$ cat config.mk
export PLATFORM = sky130hd
export DESIGN_NAME = tcce_front
export DESIGN_NICKNAME = d
export VERILOG_FILES = /design/src/hw/rtl/tcce_pkg.sv /design/src/hw/rtl/tcce_front.sv
export SDC_FILE = /design/constraint.sdc
export NUM_CORES = 1
export LEC_CHECK = 0
export ABC_CLOCK_PERIOD_IN_PS = 4050
export BUFFER_PORTS_ARGS = -buffer_cell sky130_fd_sc_hd__buf_2
export CAP_MARGIN = 20
export CORE_MARGIN = 4
export CORE_UTILIZATION = 56
export CTS_CLUSTER_SIZE = 8
export DETAILED_ROUTE_END_ITERATION = 8
export HOLD_SLACK_MARGIN = 0.06
export PLACE_DENSITY_LB_ADDON = 0.08
export SLEW_MARGIN = 10
export SYNTH_ARGS = -nofsm -noshare
export SYNTH_HDL_FRONTEND = slang
export SYNTH_SLANG_ARGS = --single-unit
export TNS_END_PERCENT = 50
$ cat constraint.sdc
create_clock -name clk -period 4.05 [get_ports clk]
set_clock_uncertainty 0.05 [all_clocks]
set_input_delay 1.215 -clock clk [delete_from_list [all_inputs] [get_ports clk]]
set_output_delay 1.215 -clock clk [all_outputs]
set_load 0.01 [all_outputs]
$ cat src/hw/rtl/tcce_pkg.sv
// Shared types and constants for the text console cursor engine.
// No dependencies; every other file of the block imports this package.
package tcce_pkg;

  localparam int COLUMNS_DEF = 80;
  localparam int ROWS_DEF    = 25;
  localparam int QUEUE_DEPTH = 4;
  localparam int TAB_STEP    = 4;

  localparam logic [1:0] CMD_PUT    = 2'd0;
  localparam logic [1:0] CMD_CLEAR  = 2'd1;
  localparam logic [1:0] CMD_SETCUR = 2'd2;
  localparam logic [1:0] CMD_READ   = 2'd3;

  localparam logic [7:0] CH_SPACE     = 8'd32;
  localparam logic [7:0] CH_NEWLINE   = 8'd10;
  localparam logic [7:0] CH_TAB       = 8'd9;
  localparam logic [7:0] CH_BACKSPACE = 8'd8;

  localparam logic [3:0] FORE_RESET = 4'd15;
  localparam logic [3:0] BACK_RESET = 4'd0;

  localparam logic REG_FORE = 1'b0;
  localparam logic REG_BACK = 1'b1;

  localparam logic [2:0] K_PRINT   = 3'd0;
  localparam logic [2:0] K_NEWLINE = 3'd1;
  localparam logic [2:0] K_TAB     = 3'd2;
  localparam logic [2:0] K_BACKSP  = 3'd3;
  localparam logic [2:0] K_CLEAR   = 3'd4;
  localparam logic [2:0] K_SETCUR  = 3'd5;
  localparam logic [2:0] K_READ    = 3'd6;

  typedef struct packed {
    logic [1:0] cmd;
    logic [7:0] char_code;
    logic [4:0] row;
    logic [6:0] col;
  } in_item_t;

  typedef struct packed {
    logic [4:0]  cursor_row;
    logic [6:0]  cursor_col;
    logic [10:0] cursor_index;
    logic [7:0]  read_char;
    logic [3:0]  read_fore;
    logic [3:0]  read_back;
  } out_item_t;

  typedef struct packed {
    logic [2:0] kind;
    logic [7:0] ch;
    logic [4:0] row;
    logic [6:0] col;
  } op_t;

  typedef struct packed {
    logic pop;
    logic hold_in;
  } q_ctrl_t;

endpackage

$ cat src/hw/rtl/tcce_front.sv
// Front end: accepts commands, classifies them, saturates coordinates
// and queues them for the back end. Depends on tcce_pkg.
module tcce_front import tcce_pkg::*; #(
  parameter int ROWS    = ROWS_DEF,
  parameter int COLUMNS = COLUMNS_DEF,
  parameter int QDEPTH  = QUEUE_DEPTH
) (
  input  logic     clk,
  input  logic     rst_n,
  input  logic     in_valid,
  output logic     in_stall,
  input  in_item_t in_data,
  output logic     q_valid,
  output op_t      q_head,
  input  q_ctrl_t  q_ctrl
);

  localparam int QAW = (QDEPTH > 1) ? $clog2(QDEPTH) : 1;
  localparam int QCW = $clog2(QDEPTH + 1);
  localparam logic [QAW-1:0] PTR_LAST = QAW'(QDEPTH - 1);
  localparam logic [QCW-1:0] CNT_FULL = QCW'(QDEPTH);

  op_t            queue_r [QDEPTH];
  logic [QAW-1:0] wptr_r, wptr_nxt;
  logic [QAW-1:0] rptr_r, rptr_nxt;
  logic [QCW-1:0] cnt_r, cnt_nxt;
  op_t            op_in;
  logic           push;

  always_comb begin
    op_in.ch  = in_data.char_code;
    op_in.row = (32'(in_data.row) >= ROWS) ? 5'(ROWS - 1) : in_data.row;
    op_in.col = (32'(in_data.col) >= COLUMNS) ? 7'(COLUMNS - 1) : in_data.col;
    unique case (in_data.cmd)
      CMD_PUT: begin
        unique case (in_data.char_code)
          CH_NEWLINE:   op_in.kind = K_NEWLINE;
          CH_TAB:       op_in.kind = K_TAB;
          CH_BACKSPACE: op_in.kind = K_BACKSP;
          default:      op_in.kind = K_PRINT;
        endcase
      end
      CMD_CLEAR:  op_in.kind = K_CLEAR;
      CMD_SETCUR: op_in.kind = K_SETCUR;
      default:    op_in.kind = K_READ;
    endcase
  end

  assign in_stall = (cnt_r == CNT_FULL) || q_ctrl.hold_in;
  assign push     = in_valid && !in_stall;
  assign q_valid  = (cnt_r != '0);
  assign q_head   = queue_r[rptr_r];

  always_comb begin
    wptr_nxt = wptr_r;
    rptr_nxt = rptr_r;
    cnt_nxt  = cnt_r;
    if (push) begin
      wptr_nxt = (wptr_r == PTR_LAST) ? '0 : wptr_r + 1'b1;
    end
    if (q_ctrl.pop) begin
      rptr_nxt = (rptr_r == PTR_LAST) ? '0 : rptr_r + 1'b1;
    end
    if (push && !q_ctrl.pop) begin
      cnt_nxt = cnt_r + 1'b1;
    end else if (!push && q_ctrl.pop) begin
      cnt_nxt = cnt_r - 1'b1;
    end
  end

  always_ff @(posedge clk) begin
    if (!rst_n) begin
      wptr_r <= '0;
      rptr_r <= '0;
      cnt_r  <= '0;
    end else begin
      wptr_r <= wptr_nxt;
      rptr_r <= rptr_nxt;
      cnt_r  <= cnt_nxt;
    end
  end

  always_ff @(posedge clk) begin
    if (push) begin
      queue_r[wptr_r] <= op_in;
    end
  end

endmodule

Yosys cells after proc, flatten, opt, wreduce, memory -nomap -nowiden
Memory sizes are Yosys's and may differ from the RTL's. A register that Yosys moved wholly into a read port is not among the register bits.
Index checks and enable logic that the tools add are counted.
{"block": "word_totals", "regBits": 7, "latchBits": 0, "ram_bits": 92, "mem_bits_ro": 0, "in_bits": 27, "elab_cells": 40, "n_memories": 1}
{"memory": "queue_r", "words": 4, "word_bits": 23, "read_ports": 1, "rd_ports_with_merged_regs": 1, "wr": 1, "line": "tcce_front.sv:23", "source": "op_t queue_r [QDEPTH];"}
{"block": "classes", "addsub": 4, "mul": 0, "n_div": 0, "magnitude_cmp": 2, "eq_ne": 8, "shifts": 0, "n_mux": 12, "bitwise_logic": 0, "n_reduce_logical": 10}
{"op": "$eq A8 B4 Y1 const B", "count": 3}
{"op": "$pmux W3 S3", "count": 1}
{"op": "$mux W2", "count": 4}
{"op": "$ge A7 B7 Y1 const B", "count": 1}
{"op": "$mux W7", "count": 1}
{"op": "$eq A2 B2 Y1 const B", "count": 3}
{"op": "$mux W3", "count": 2}
{"op": "$pmux W2 S3", "count": 1}
{"op": "$ge A5 B5 Y1 const B", "count": 1}
{"op": "$mux W5", "count": 1}
{"op": "$add A2 B1 Y2 const B", "count": 2}
{"op": "$add A3 B1 Y3 const B", "count": 1}
{"op": "$eq A3 B3 Y1 const B", "count": 1}
{"op": "$logic_and A1 B1 Y1", "count": 3}
{"op": "$logic_not A1 Y1", "count": 3}
{"op": "$reduce_bool A3 Y1", "count": 1}
{"op": "$sub A3 B1 Y3 const B", "count": 1}
{"op": "$eq A2 B1 Y1 const B", "count": 1}
{"op": "$logic_not A2 Y1", "count": 1}
{"op": "$mux W1", "count": 2}
{"op": "$reduce_bool A2 Y1", "count": 1}
{"op": "$logic_or A1 B1 Y1", "count": 1}

Depth between registers and ports, before layout
Gate-level depths: netlist of run 1.
{"block": "depth", "ltp_word": 8, "mapped_depth": 8}

Worst setup path before layout of run 1
Ideal clock, no wire load.
{"block": "synth_timing", "path_kind": "in2reg", "start": "in q_ctrl[0] (netlist bit)", "end": "reg cnt_r[2]", "setup_ns": 0.076, "t_arrival_ns": 2.800, "t_required_ns": 3.924, "path_slack_ns": 1.124, "stages": 7, "n_path_buf": 0, "cell_sequence": "nor3b_2 > ha_1 > inv_1 > fa_1 > xor2_1 > or3_1 > a21boi_0"}
{"block": "synth_via", "elab_chain_len": 6, "word_cells_on_any_way": 8, "classes_between": "mux: 1; reduce/logical: 7"}
{"item": "start, declared", "line": "tcce_front.sv:15", "source": "input q_ctrl_t q_ctrl"}
{"item": "$logic_or A1 B1 Y1 *", "line": "tcce_front.sv:49", "source": "assign in_stall = (cnt_r == CNT_FULL) || q_ctrl.hold_in;"}
{"item": "$logic_not A1 Y1 *", "line": "tcce_front.sv:50", "source": "assign push = in_valid && !in_stall;"}
{"item": "$logic_and A1 B1 Y1 *", "line": "tcce_front.sv:50"}
{"item": "$logic_not A1 Y1", "line": "tcce_front.sv:66", "source": "end else if (!push && q_ctrl.pop) begin"}
{"item": "$logic_and A1 B1 Y1", "line": "tcce_front.sv:66"}
{"item": "$reduce_bool A2 Y1 (no line)"}
{"item": "end signal, assigned", "line": "tcce_front.sv:79", "source": "cnt_r <= cnt_nxt;"}
{"item": "end, declared", "line": "tcce_front.sv:26", "source": "logic [QCW-1:0] cnt_r, cnt_nxt;"}
Mark *: on every way between the ends. The rest lies on a longest branch, timed or not.
A chain may end at the register's enable or synchronous reset.

==> results.json, run 1 <==
{
  "via_per_inst": 5.25,
  "cts_resized": 0,
  "clockBufferDepth": 2,
  "dieArea_um2": 8540,
  "endpoint_kind": "output port",
  "vias": 1863,
  "worst_pin_slew_ns": 0.675,
  "fp.coreArea_um2": 6870,
  "instances_no_fill": 355,
  "cp-start-kind": "flop",
  "die_w_um": 92.4,
  "place_hpwl_um": 4230,
  "drtAntennaViolNets": 0,
  "antenna_cells": 0,
  "cts_hold_buf": 0,
  "syn_to_final_growth_pct": 14.6,
  "maxCapViolCount": 0,
  "synth_top_cell_by_area": "edfxtp_1",
  "grt_pass1_wl_um": 10300,
  "rsz0062_at_grt": "false",
  "final_area_um2": 4570,
  "globalRouteOverflowTotal": 0,
  "ys_async_sr_fraction": 0,
  "row_count": 30,
  "netlist_instances": 194,
  "ff_latch_area_um2": 2940,
  "fin_setup_tns_ns": 0,
  "fin_nets": 290,
  "r2r_slack_ns": 1.67,
  "htreeDepth": 3,
  "drt_iter0_drc": 74,
  "synthTopCellsByArea": "edfxtp_1, mux4_2, dfxtp_1",
  "numCtsBuffers": 9,
  "finalSetupViolCount": 0,
  "io_buffers": 51,
  "antenna_found_initial": 0,
  "peakVddDrop_mv": 0.266,
  "min_period_ns": 3.29,
  "die_h_um": 92.4,
  "cts_tree": "built",
  "syn_nets": 230,
  "clock_latency_ns": 0.35,
  "gp_congestion": 0.704,
  "fill_cells": 468,
  "path_max_fanout": 17,
  "slew_viol_final": 0,
  "drcViolationCount": 0,
  "place_area_um2": 4340,
  "grt_usage": 0.163,
  "status": "finished, final reports clean",
  "synth.distinct_cells": 30,
  "synthMostInstantiatedCell": "edfxtp_1",
  "utilization": 0.666,
  "yosysWarnings": 0,
  "placedCellCount": 339,
  "p_per_area_nw_per_um2": 464,
  "grt_max_degree": 24,
  "io_pins": 52,
  "wl_per_cell_um": 18.0,
  "synth_edf_count": 92,
  "routed_wl_um": 6390,
  "grt_pass1_vias": 1942,
  "path_clk_slew_ns": 0.09,
  "syn_avg_cell_area_um2": 20.6,
  "synthTopCellsByCount": "edfxtp_1, mux4_2, dfxtp_1",
  "arrival_ns": 2.02,
  "fmax_mhz": 304,
  "finalCritPeriodShare": 0.812,
  "p_leak_nw": 1.60,
  "relSlewSlack": 0.545,
  "ys.flop_type": "edfxtp_1",
  "syn_area_um2": 3990,
  "multi_input_area_um2": 945,
  "netlist.area_leader.share": 0.692,
  "initial_utilization": 0.581,
  "layout-drive-gt1-share": 0.375,
  "worstSetupPathType": "flop to output port",
  "hold_class": "flop to flop",
  "required_ns": 2.78,
  "post_cts_buffers": 0,
  "synth_seq_area_share": 0.738,
  "clk_root_buffer_cell": "clkbuf_8",
  "drtPass1Iterations": 4,
  "cts.sinks": 101,
  "ys_ff_latch": 101,
  "hold_violations": 0
}
-- through the flow --
step,hold slack (ns),total power [mW],setup WS [ns]
after floorplan,0.417,1.37,1.12
after detailed placement,0.457,1.44,0.789
after CTS,0.470,2.14,0.675
after global routing,0.508,2.22,0.581
final,0.463,2.12,0.762
after global placement,0.440,1.44,0.940
-- critical path, cell delays in order (launching register included) --
cell and delay, ns:
dfxtp_2 0.71, buf_4 0.30, mux4_2 0.50, buf_2 0.15
-- registers in the layout, summed over array words and instances, names as in the netlist, named ones only --
register	cells
wptr_r	2
rptr_r	2
cnt_r	3
queue_r	92
-- layout by cell type (no fill, tap or decap), types with 2 or more instances in the layout --
cell type and count:
edfxtp_1 92, buf_2 51, mux4_2 20, clkbuf_8 9, and2_1 8, ha_1 8, dfxtp_1 8, inv_1 7
buf_4 7, nor2b_1 5, nand2b_1 5, nand2_1 5, mux2i_1 4, mux4_1 3, o21ai_0 2, nand3b_1 2
o22ai_1 2, or3_1 2, clkinv_4 2, inv_6 2, bufinv_16 2
-- report_power, final --
group | total, mW | leakage [nW] | switching, mW | internal (mW)
registers | 1.20 | 0.909 | 0.0232 | 1.18
clock network | 0.708 | 0.116 | 0.350 | 0.359
logic | 0.211 | 0.573 | 0.106 | 0.105
total | 2.12 | 1.60 | 0.479 | 1.64
-- per-layer routing --
metal | up-vias | GRT usage | part of all wire
li1 | 885 | - | -
met1 | 938 | 0.225 | 0.45
met2 | 35 | 0.264 | 0.51
met3 | 5 | 0.0357 | 0.035
met4 | 0 | 0.0446 | 0.0086
met5 | - | 0 | 0
-- logic make-up after synthesis --
logic type / synth area share
buffers and inverters: 0.0257
multiplexers: 0.143
XOR/XNOR: 0.00439
AND/OR/NAND/NOR: 0.0502
AO/OA/AOI/OAI: 0.00941
flip-flops: 0.738
adder cells (fa/ha/maj): 0.0301
-- cell type report --
cell class | count | share of cell area
multi-input combinational | 77 | 0.207
timing repair buffer | 58 | 0.0673
clock inverter | 7 | 0.0233
clock buffer | 9 | 0.0271
tap | 96 | 0.0263
sequential | 101 | 0.644
inverter | 7 | 0.00575
-- path summary, 6_finish.rpt --
path,cells after the start,start,end
max reg2reg,8,cnt_r[0]$_SDFFE_PN0P_,cnt_r[2]$_SDFFE_PN0P_
min reg2reg,2,wptr_r[1]$_SDFFE_PN0P_,wptr_r[1]$_SDFFE_PN0P_
min,2,wptr_r[1]$_SDFFE_PN0P_,wptr_r[1]$_SDFFE_PN0P_
max,3,flop,q_head[12]
(Power assumes the default switching activity.)
==> inputs of run 2 (changes only) <==
--- a/config.mk
+++ b/config.mk
@@ -5,11 +5,11 @@
 export SDC_FILE = /design/constraint.sdc
 export NUM_CORES = 1
 export LEC_CHECK = 0
-export ABC_CLOCK_PERIOD_IN_PS = 4050
+export ABC_CLOCK_PERIOD_IN_PS = 2900
 export BUFFER_PORTS_ARGS = -buffer_cell sky130_fd_sc_hd__buf_2
 export CAP_MARGIN = 20
 export CORE_MARGIN = 4
-export CORE_UTILIZATION = 56
+export CORE_UTILIZATION = 51
 export CTS_CLUSTER_SIZE = 8
 export DETAILED_ROUTE_END_ITERATION = 8
 export HOLD_SLACK_MARGIN = 0.06
==> constraint.sdc (replaced) <==
create_clock -name clk -period 2.9 [get_ports clk]
set_clock_uncertainty 0.05 [all_clocks]
set_input_delay 0.87 -clock clk [delete_from_list [all_inputs] [get_ports clk]]
set_output_delay 0.87 -clock clk [all_outputs]
set_load 0.01 [all_outputs]
==> run 2 against run 1 <==
Net effect: global-route usage fell by 1.2 points; routed wire length fell by 2.8%; final cell count rose by 2.3%; worst setup slack got worse by 0.47 ns; register-to-register slack got worse by 0.90 ns; combinational power rose by 47%.
==> results.json, run 2 (synthesis gave the netlist of run 1 again) <==
{
  "crit_buf_inv": 2,
  "finalSetupViolCount": 0,
  "required_ns": 1.98,
  "clkPwrFrac": 0.295,
  "numCtsBuffers": 9,
  "gp_congestion": 0.712,
  "slew_viol_final": 0,
  "finalCritPeriodShare": 0.899,
  "cp-start-kind": "flop",
  "rsz0062_at_grt": "false",
  "seqPwrFrac": 0.594,
  "worstSetupPathType": "flop to output port",
  "cts_resized": 0,
  "relSlewSlack": 0.632,
  "cts_hold_buf": 0,
  "fin_nets": 295,
  "grt_max_degree": 24,
  "drt_iter0_drc": 113,
  "vias": 1922,
  "io_buffers": 51,
  "utilization": 0.616,
  "status": "finished, final reports clean",
  "fp.coreArea_um2": 7410,
  "place_hpwl_um": 4090,
  "place_area_um2": 4380,
  "largest_reg_flops": 92,
  "routed_wl_um": 6220,
  "drtAntennaViolNets": 0,
  "fmax_mhz": 384,
  "clock_latency_ns": 0.35,
  "antenna_cells": 0,
  "layout-drive-gt1-share": 0.371,
  "clockBufferDepth": 2,
  "endpoint_kind": "output port",
  "initial_utilization": 0.539,
  "via_per_inst": 5.29,
  "p_leak_nw": 1.60,
  "dieArea_um2": 9300,
  "max_stage_delay_ns": 0.59,
  "antenna_found_initial": 0,
  "row_count": 31,
  "path_clk_slew_ns": 0.08,
  "peakVddDrop_mv": 0.322,
  "dp_slack_ns": 0.253,
  "crit_family": "multiplexers",
  "maxCapViolCount": 0,
  "post_cts_buffers": 0,
  "final_common_cell": "edfxtp_1",
  "cts_tree": "built",
  "crit_slowest_cell": "mux4_1",
  "hold_violations": 0,
  "internal_power_mw": 2.19,
  "setup_ws_ns": 0.293,
  "worst_pin_slew_ns": 0.546,
  "p_comb_frac": 0.111,
  "die_w_um": 96.5,
  "drtPass1Iterations": 4,
  "grt_usage": 0.151,
  "fin_setup_tns_ns": 0,
  "arrival_ns": 1.69,
  "regMostFlops": "queue_r",
  "drcViolationCount": 0,
  "hold_ws_ns": 0.454,
  "io_pins": 52,
  "wl_per_cell_um": 17.1,
  "path_max_fanout": 13,
  "layout_common_cells": "edfxtp_1, buf_2, mux4_2",
  "hold_class": "flop to flop",
  "grt_pass1_wl_um": 10000,
  "final_area_um2": 4570,
  "p_switching_mw": 0.617,
  "min_period_ns": 2.61,
  "syn_to_final_growth_pct": 14.5,
  "p_per_area_nw_per_um2": 615,
  "reg.largest.list": "queue_r: 92 flops, cnt_r: 3 flops",
  "die_h_um": 96.5,
  "crit_chain": "buf_4 > mux4_1 > buf_2",
  "clk_root_buffer_cell": "clkbuf_8",
  "cts.sinks": 101,
  "grt_pass1_vias": 1934,
  "swShare": 0.220,
  "htreeDepth": 3,
  "globalRouteOverflowTotal": 0
}
run 2: cell count changes in the layout (fill, tap and decap cells not counted), sizes merged:
cell and change:
inv -3, clkbuf +2, clkinv +2, buf +5, bufinv -1
run 2: stage by stage:
| stage | std cells | power [mW] |
|---|---|---|
| after global routing | 363 | 2.95 |
| after CTS | 363 | 2.84 |
| after global placement | 347 | 2.02 |
| after detailed placement | 347 | 2.02 |
| final | 363 | 2.81 |
| after floorplan | 194 | 1.91 |
run 2: path summary, 6_finish.rpt:
check	startpoint	end	slack, ns	cells past startpoint
max reg2reg	cnt_r[0]$_SDFFE_PN0P_	cnt_r[2]$_SDFFE_PN0P_	0.77	8
max	flop	q_head[22]	0.29	3
min	wptr_r[1]$_SDFFE_PN0P_	wptr_r[1]$_SDFFE_PN0P_	0.45	2
min reg2reg	wptr_r[1]$_SDFFE_PN0P_	wptr_r[1]$_SDFFE_PN0P_	0.45	2
run 2: final cells by class:
type	instances	area, um2
Multi-Input combinational cell	77	945
Fill cell	557	2840
Sequential cell	101	2940
Tap cell	99	124
Clock inverter	5	51.3
Timing Repair Buffer	63	345
Inverter	7	26.3
Clock buffer	11	131
run 2: power groups by stage:
stage | sequential (mW) | combinational [mW] | clock [mW]
6_report | 1.67 | 0.310 | 0.829
5_1_grt | 1.68 | 0.348 | 0.922
4_1_cts | 1.67 | 0.318 | 0.849
3_5_place_dp | 1.70 | 0.318 | 0
3_3_place_gp | 1.70 | 0.313 | 0
2_1_floorplan | 1.70 | 0.209 | 0
run 2: worst register-to-register path, delay by kind of cell (launching register included):
family | cells | cell delay, ns
fa+ha+maj | 2 | 0.58
simple gates | 3 | 0.60
flops | 1 | 0.42
buf+inv | 1 | 0.06
compound gates | 1 | 0.18
xor+xnor | 1 | 0.18
run 2: per-layer routing:
layer	track usage	vias to the layer above	part of all wire
met5	0	-	0
met4	0.0666	0	0.014
met1	0.202	981	0.44
met2	0.237	40	0.49
met3	0.0341	9	0.049
li1	-	892	-
==> inputs of run 3 (changes only) <==
--- a/config.mk
+++ b/config.mk
@@ -5,11 +5,11 @@
 export SDC_FILE = /design/constraint.sdc
 export NUM_CORES = 1
 export LEC_CHECK = 0
-export ABC_CLOCK_PERIOD_IN_PS = 2900
+export ABC_CLOCK_PERIOD_IN_PS = 3400
 export BUFFER_PORTS_ARGS = -buffer_cell sky130_fd_sc_hd__buf_2
 export CAP_MARGIN = 20
 export CORE_MARGIN = 4
-export CORE_UTILIZATION = 51
+export CORE_UTILIZATION = 56
 export CTS_CLUSTER_SIZE = 8
 export DETAILED_ROUTE_END_ITERATION = 8
 export HOLD_SLACK_MARGIN = 0.06
==> constraint.sdc (replaced) <==
create_clock -name clk -period 3.4 [get_ports clk]
set_clock_uncertainty 0.05 [all_clocks]
set_input_delay 1.02 -clock clk [delete_from_list [all_inputs] [get_ports clk]]
set_output_delay 1.02 -clock clk [all_outputs]
set_load 0.01 [all_outputs]
==> run 3 against run 2 <==
Net effect: hold slack improved by 0.0023 ns; combinational power decreased by 16%; register-to-register slack better by 0.38 ns; die area fell by 8.2%; global-route usage is 0.87 points higher; routed wire length increased by 1.6%; highest routed layer unchanged; worst setup slack gained 0.19 ns; cell area shrank 0.27%; sequential share of layout area rose by 0.18 points; count of clock-buffer cells in the layout is 1 lower; final cell count decreased by 2.5%; via count is 3.0% lower.
==> results.json, run 3 (synthesis gave the netlist of run 1 again) <==
{
  "grt_usage": 0.159,
  "maxCapViolCount": 0,
  "cts_resized": 0,
  "regMostFlops": "queue_r",
  "p_leak_nw": 1.58,
  "cp-start-kind": "flop",
  "initial_utilization": 0.581,
  "place_hpwl_um": 3920,
  "fin_setup_tns_ns": 0,
  "finalCritPeriodShare": 0.858,
  "path_clk_slew_ns": 0.08,
  "crit_end": "q_head[0]",
  "grt_pass1_vias": 1966,
  "gp_congestion": 0.681,
  "htreeDepth": 3,
  "post_cts_buffers": 0,
  "die_h_um": 92.4,
  "wl_per_cell_um": 17.8,
  "layout-drive-gt1-share": 0.368,
  "hold_ws_ns": 0.457,
  "endpoint_kind": "output port",
  "clock_latency_ns": 0.35,
  "die_w_um": 92.4,
  "peakVddDrop_mv": 0.298,
  "numCtsBuffers": 9,
  "setup_ws_ns": 0.484,
  "fmax_mhz": 343,
  "hold_class": "flop to flop",
  "vias": 1865,
  "cts_hold_buf": 0,
  "dp_slack_ns": 0.499,
  "dieArea_um2": 8540,
  "min_period_ns": 2.92,
  "grt_pass1_wl_um": 10100,
  "reg.largest.list": "queue_r: 92 flops, cnt_r: 3 flops",
  "timing.rr.start": "cnt_r[1]$_SDFFE_PN0P_",
  "instances_no_fill": 354,
  "r2r_cells": 9,
  "placedCellCount": 339,
  "syn_to_final_growth_pct": 14.1,
  "status": "finished, final reports clean",
  "io_buffers": 51,
  "fp.coreArea_um2": 6870,
  "io_pins": 52,
  "antenna_found_initial": 0,
  "finalSetupViolCount": 0,
  "cts_tree": "built",
  "globalRouteOverflowTotal": 0,
  "drcViolationCount": 0,
  "rsz0062_at_grt": "false",
  "via_per_inst": 5.27,
  "drt_iter0_drc": 88,
  "required_ns": 2.33,
  "arrival_ns": 1.85,
  "final_common_cell": "edfxtp_1",
  "worstSetupPathType": "flop to output port",
  "antenna_cells": 0,
  "hold_violations": 0,
  "grt_max_degree": 24,
  "worst_pin_slew_ns": 0.647,
  "path_max_fanout": 23,
  "p_per_area_nw_per_um2": 545,
  "layout_common_cells": "edfxtp_1, buf_2, mux4_2",
  "largest_reg_flops": 92,
  "clockBufferDepth": 2,
  "cts.sinks": 101,
  "drtAntennaViolNets": 0,
  "routed_wl_um": 6310,
  "r2r-end": "cnt_r[2]$_SDFFE_PN0P_",
  "clk_root_buffer_cell": "clkbuf_8",
  "row_count": 30,
  "r2r_slack_ns": 1.15,
  "utilization": 0.663,
  "slew_viol_final": 0,
  "relSlewSlack": 0.564,
  "drtPass1Iterations": 4,
  "fin_nets": 290
}
[run 3: cell type report]
type / instances / area (um2)
Sequential cell: 101 / 2940
Inverter: 7 / 26.3
Tap cell: 96 / 120
Multi-Input combinational cell: 77 / 945
Clock buffer: 10 / 128
Clock inverter: 5 / 83.8
Fill cell: 466 / 2310
Timing Repair Buffer: 58 / 308
[run 3: layer usage]
metal	GRT usage	routed length [um]	up-vias
met5	0	0	-
met4	0.0668	83	0
met3	0.0325	338	9
met2	0.255	3100	52
met1	0.214	2790	922
li1	-	-	882
[run 3: how the worst min path moves through the flow]
stage | start | to | slack, ns | depth (start not counted)
2_1_floorplan | cnt_r[2]$_SDFFE_PN0P_ | cnt_r[2]$_SDFFE_PN0P_ | 0.42 | 2
3_3_place_gp | cnt_r[2]$_SDFFE_PN0P_ | cnt_r[2]$_SDFFE_PN0P_ | 0.45 | 2
3_5_place_dp | wptr_r[1]$_SDFFE_PN0P_ | wptr_r[1]$_SDFFE_PN0P_ | 0.45 | 2
4_1_cts | wptr_r[1]$_SDFFE_PN0P_ | wptr_r[1]$_SDFFE_PN0P_ | 0.46 | 2
5_1_grt | wptr_r[1]$_SDFFE_PN0P_ | wptr_r[1]$_SDFFE_PN0P_ | 0.51 | 2
6_report | wptr_r[1]$_SDFFE_PN0P_ | wptr_r[1]$_SDFFE_PN0P_ | 0.46 | 2
[run 3: power breakdown]
group          switching (mW)  internal [mW]  leakage [nW]
registers              0.0194           1.40         0.909
logic                   0.135          0.126         0.573
clock network           0.385          0.414        0.0990
total                   0.540           1.94          1.58
[run 3: through the flow]
step                      instance area (um2)  power, mW
after floorplan                          3990       1.63
after global placement                   4340       1.71
after detailed placement                 4340       1.72
after CTS                                4550       2.51
after global routing                     4550       2.59
final                                    4550       2.48
[run 3: critical path, cell delays in order, from the launching register on]
cell,delay (ns)
dfxtp_2,0.32
buf_4,0.38
mux4_1,0.64
buf_2,0.17
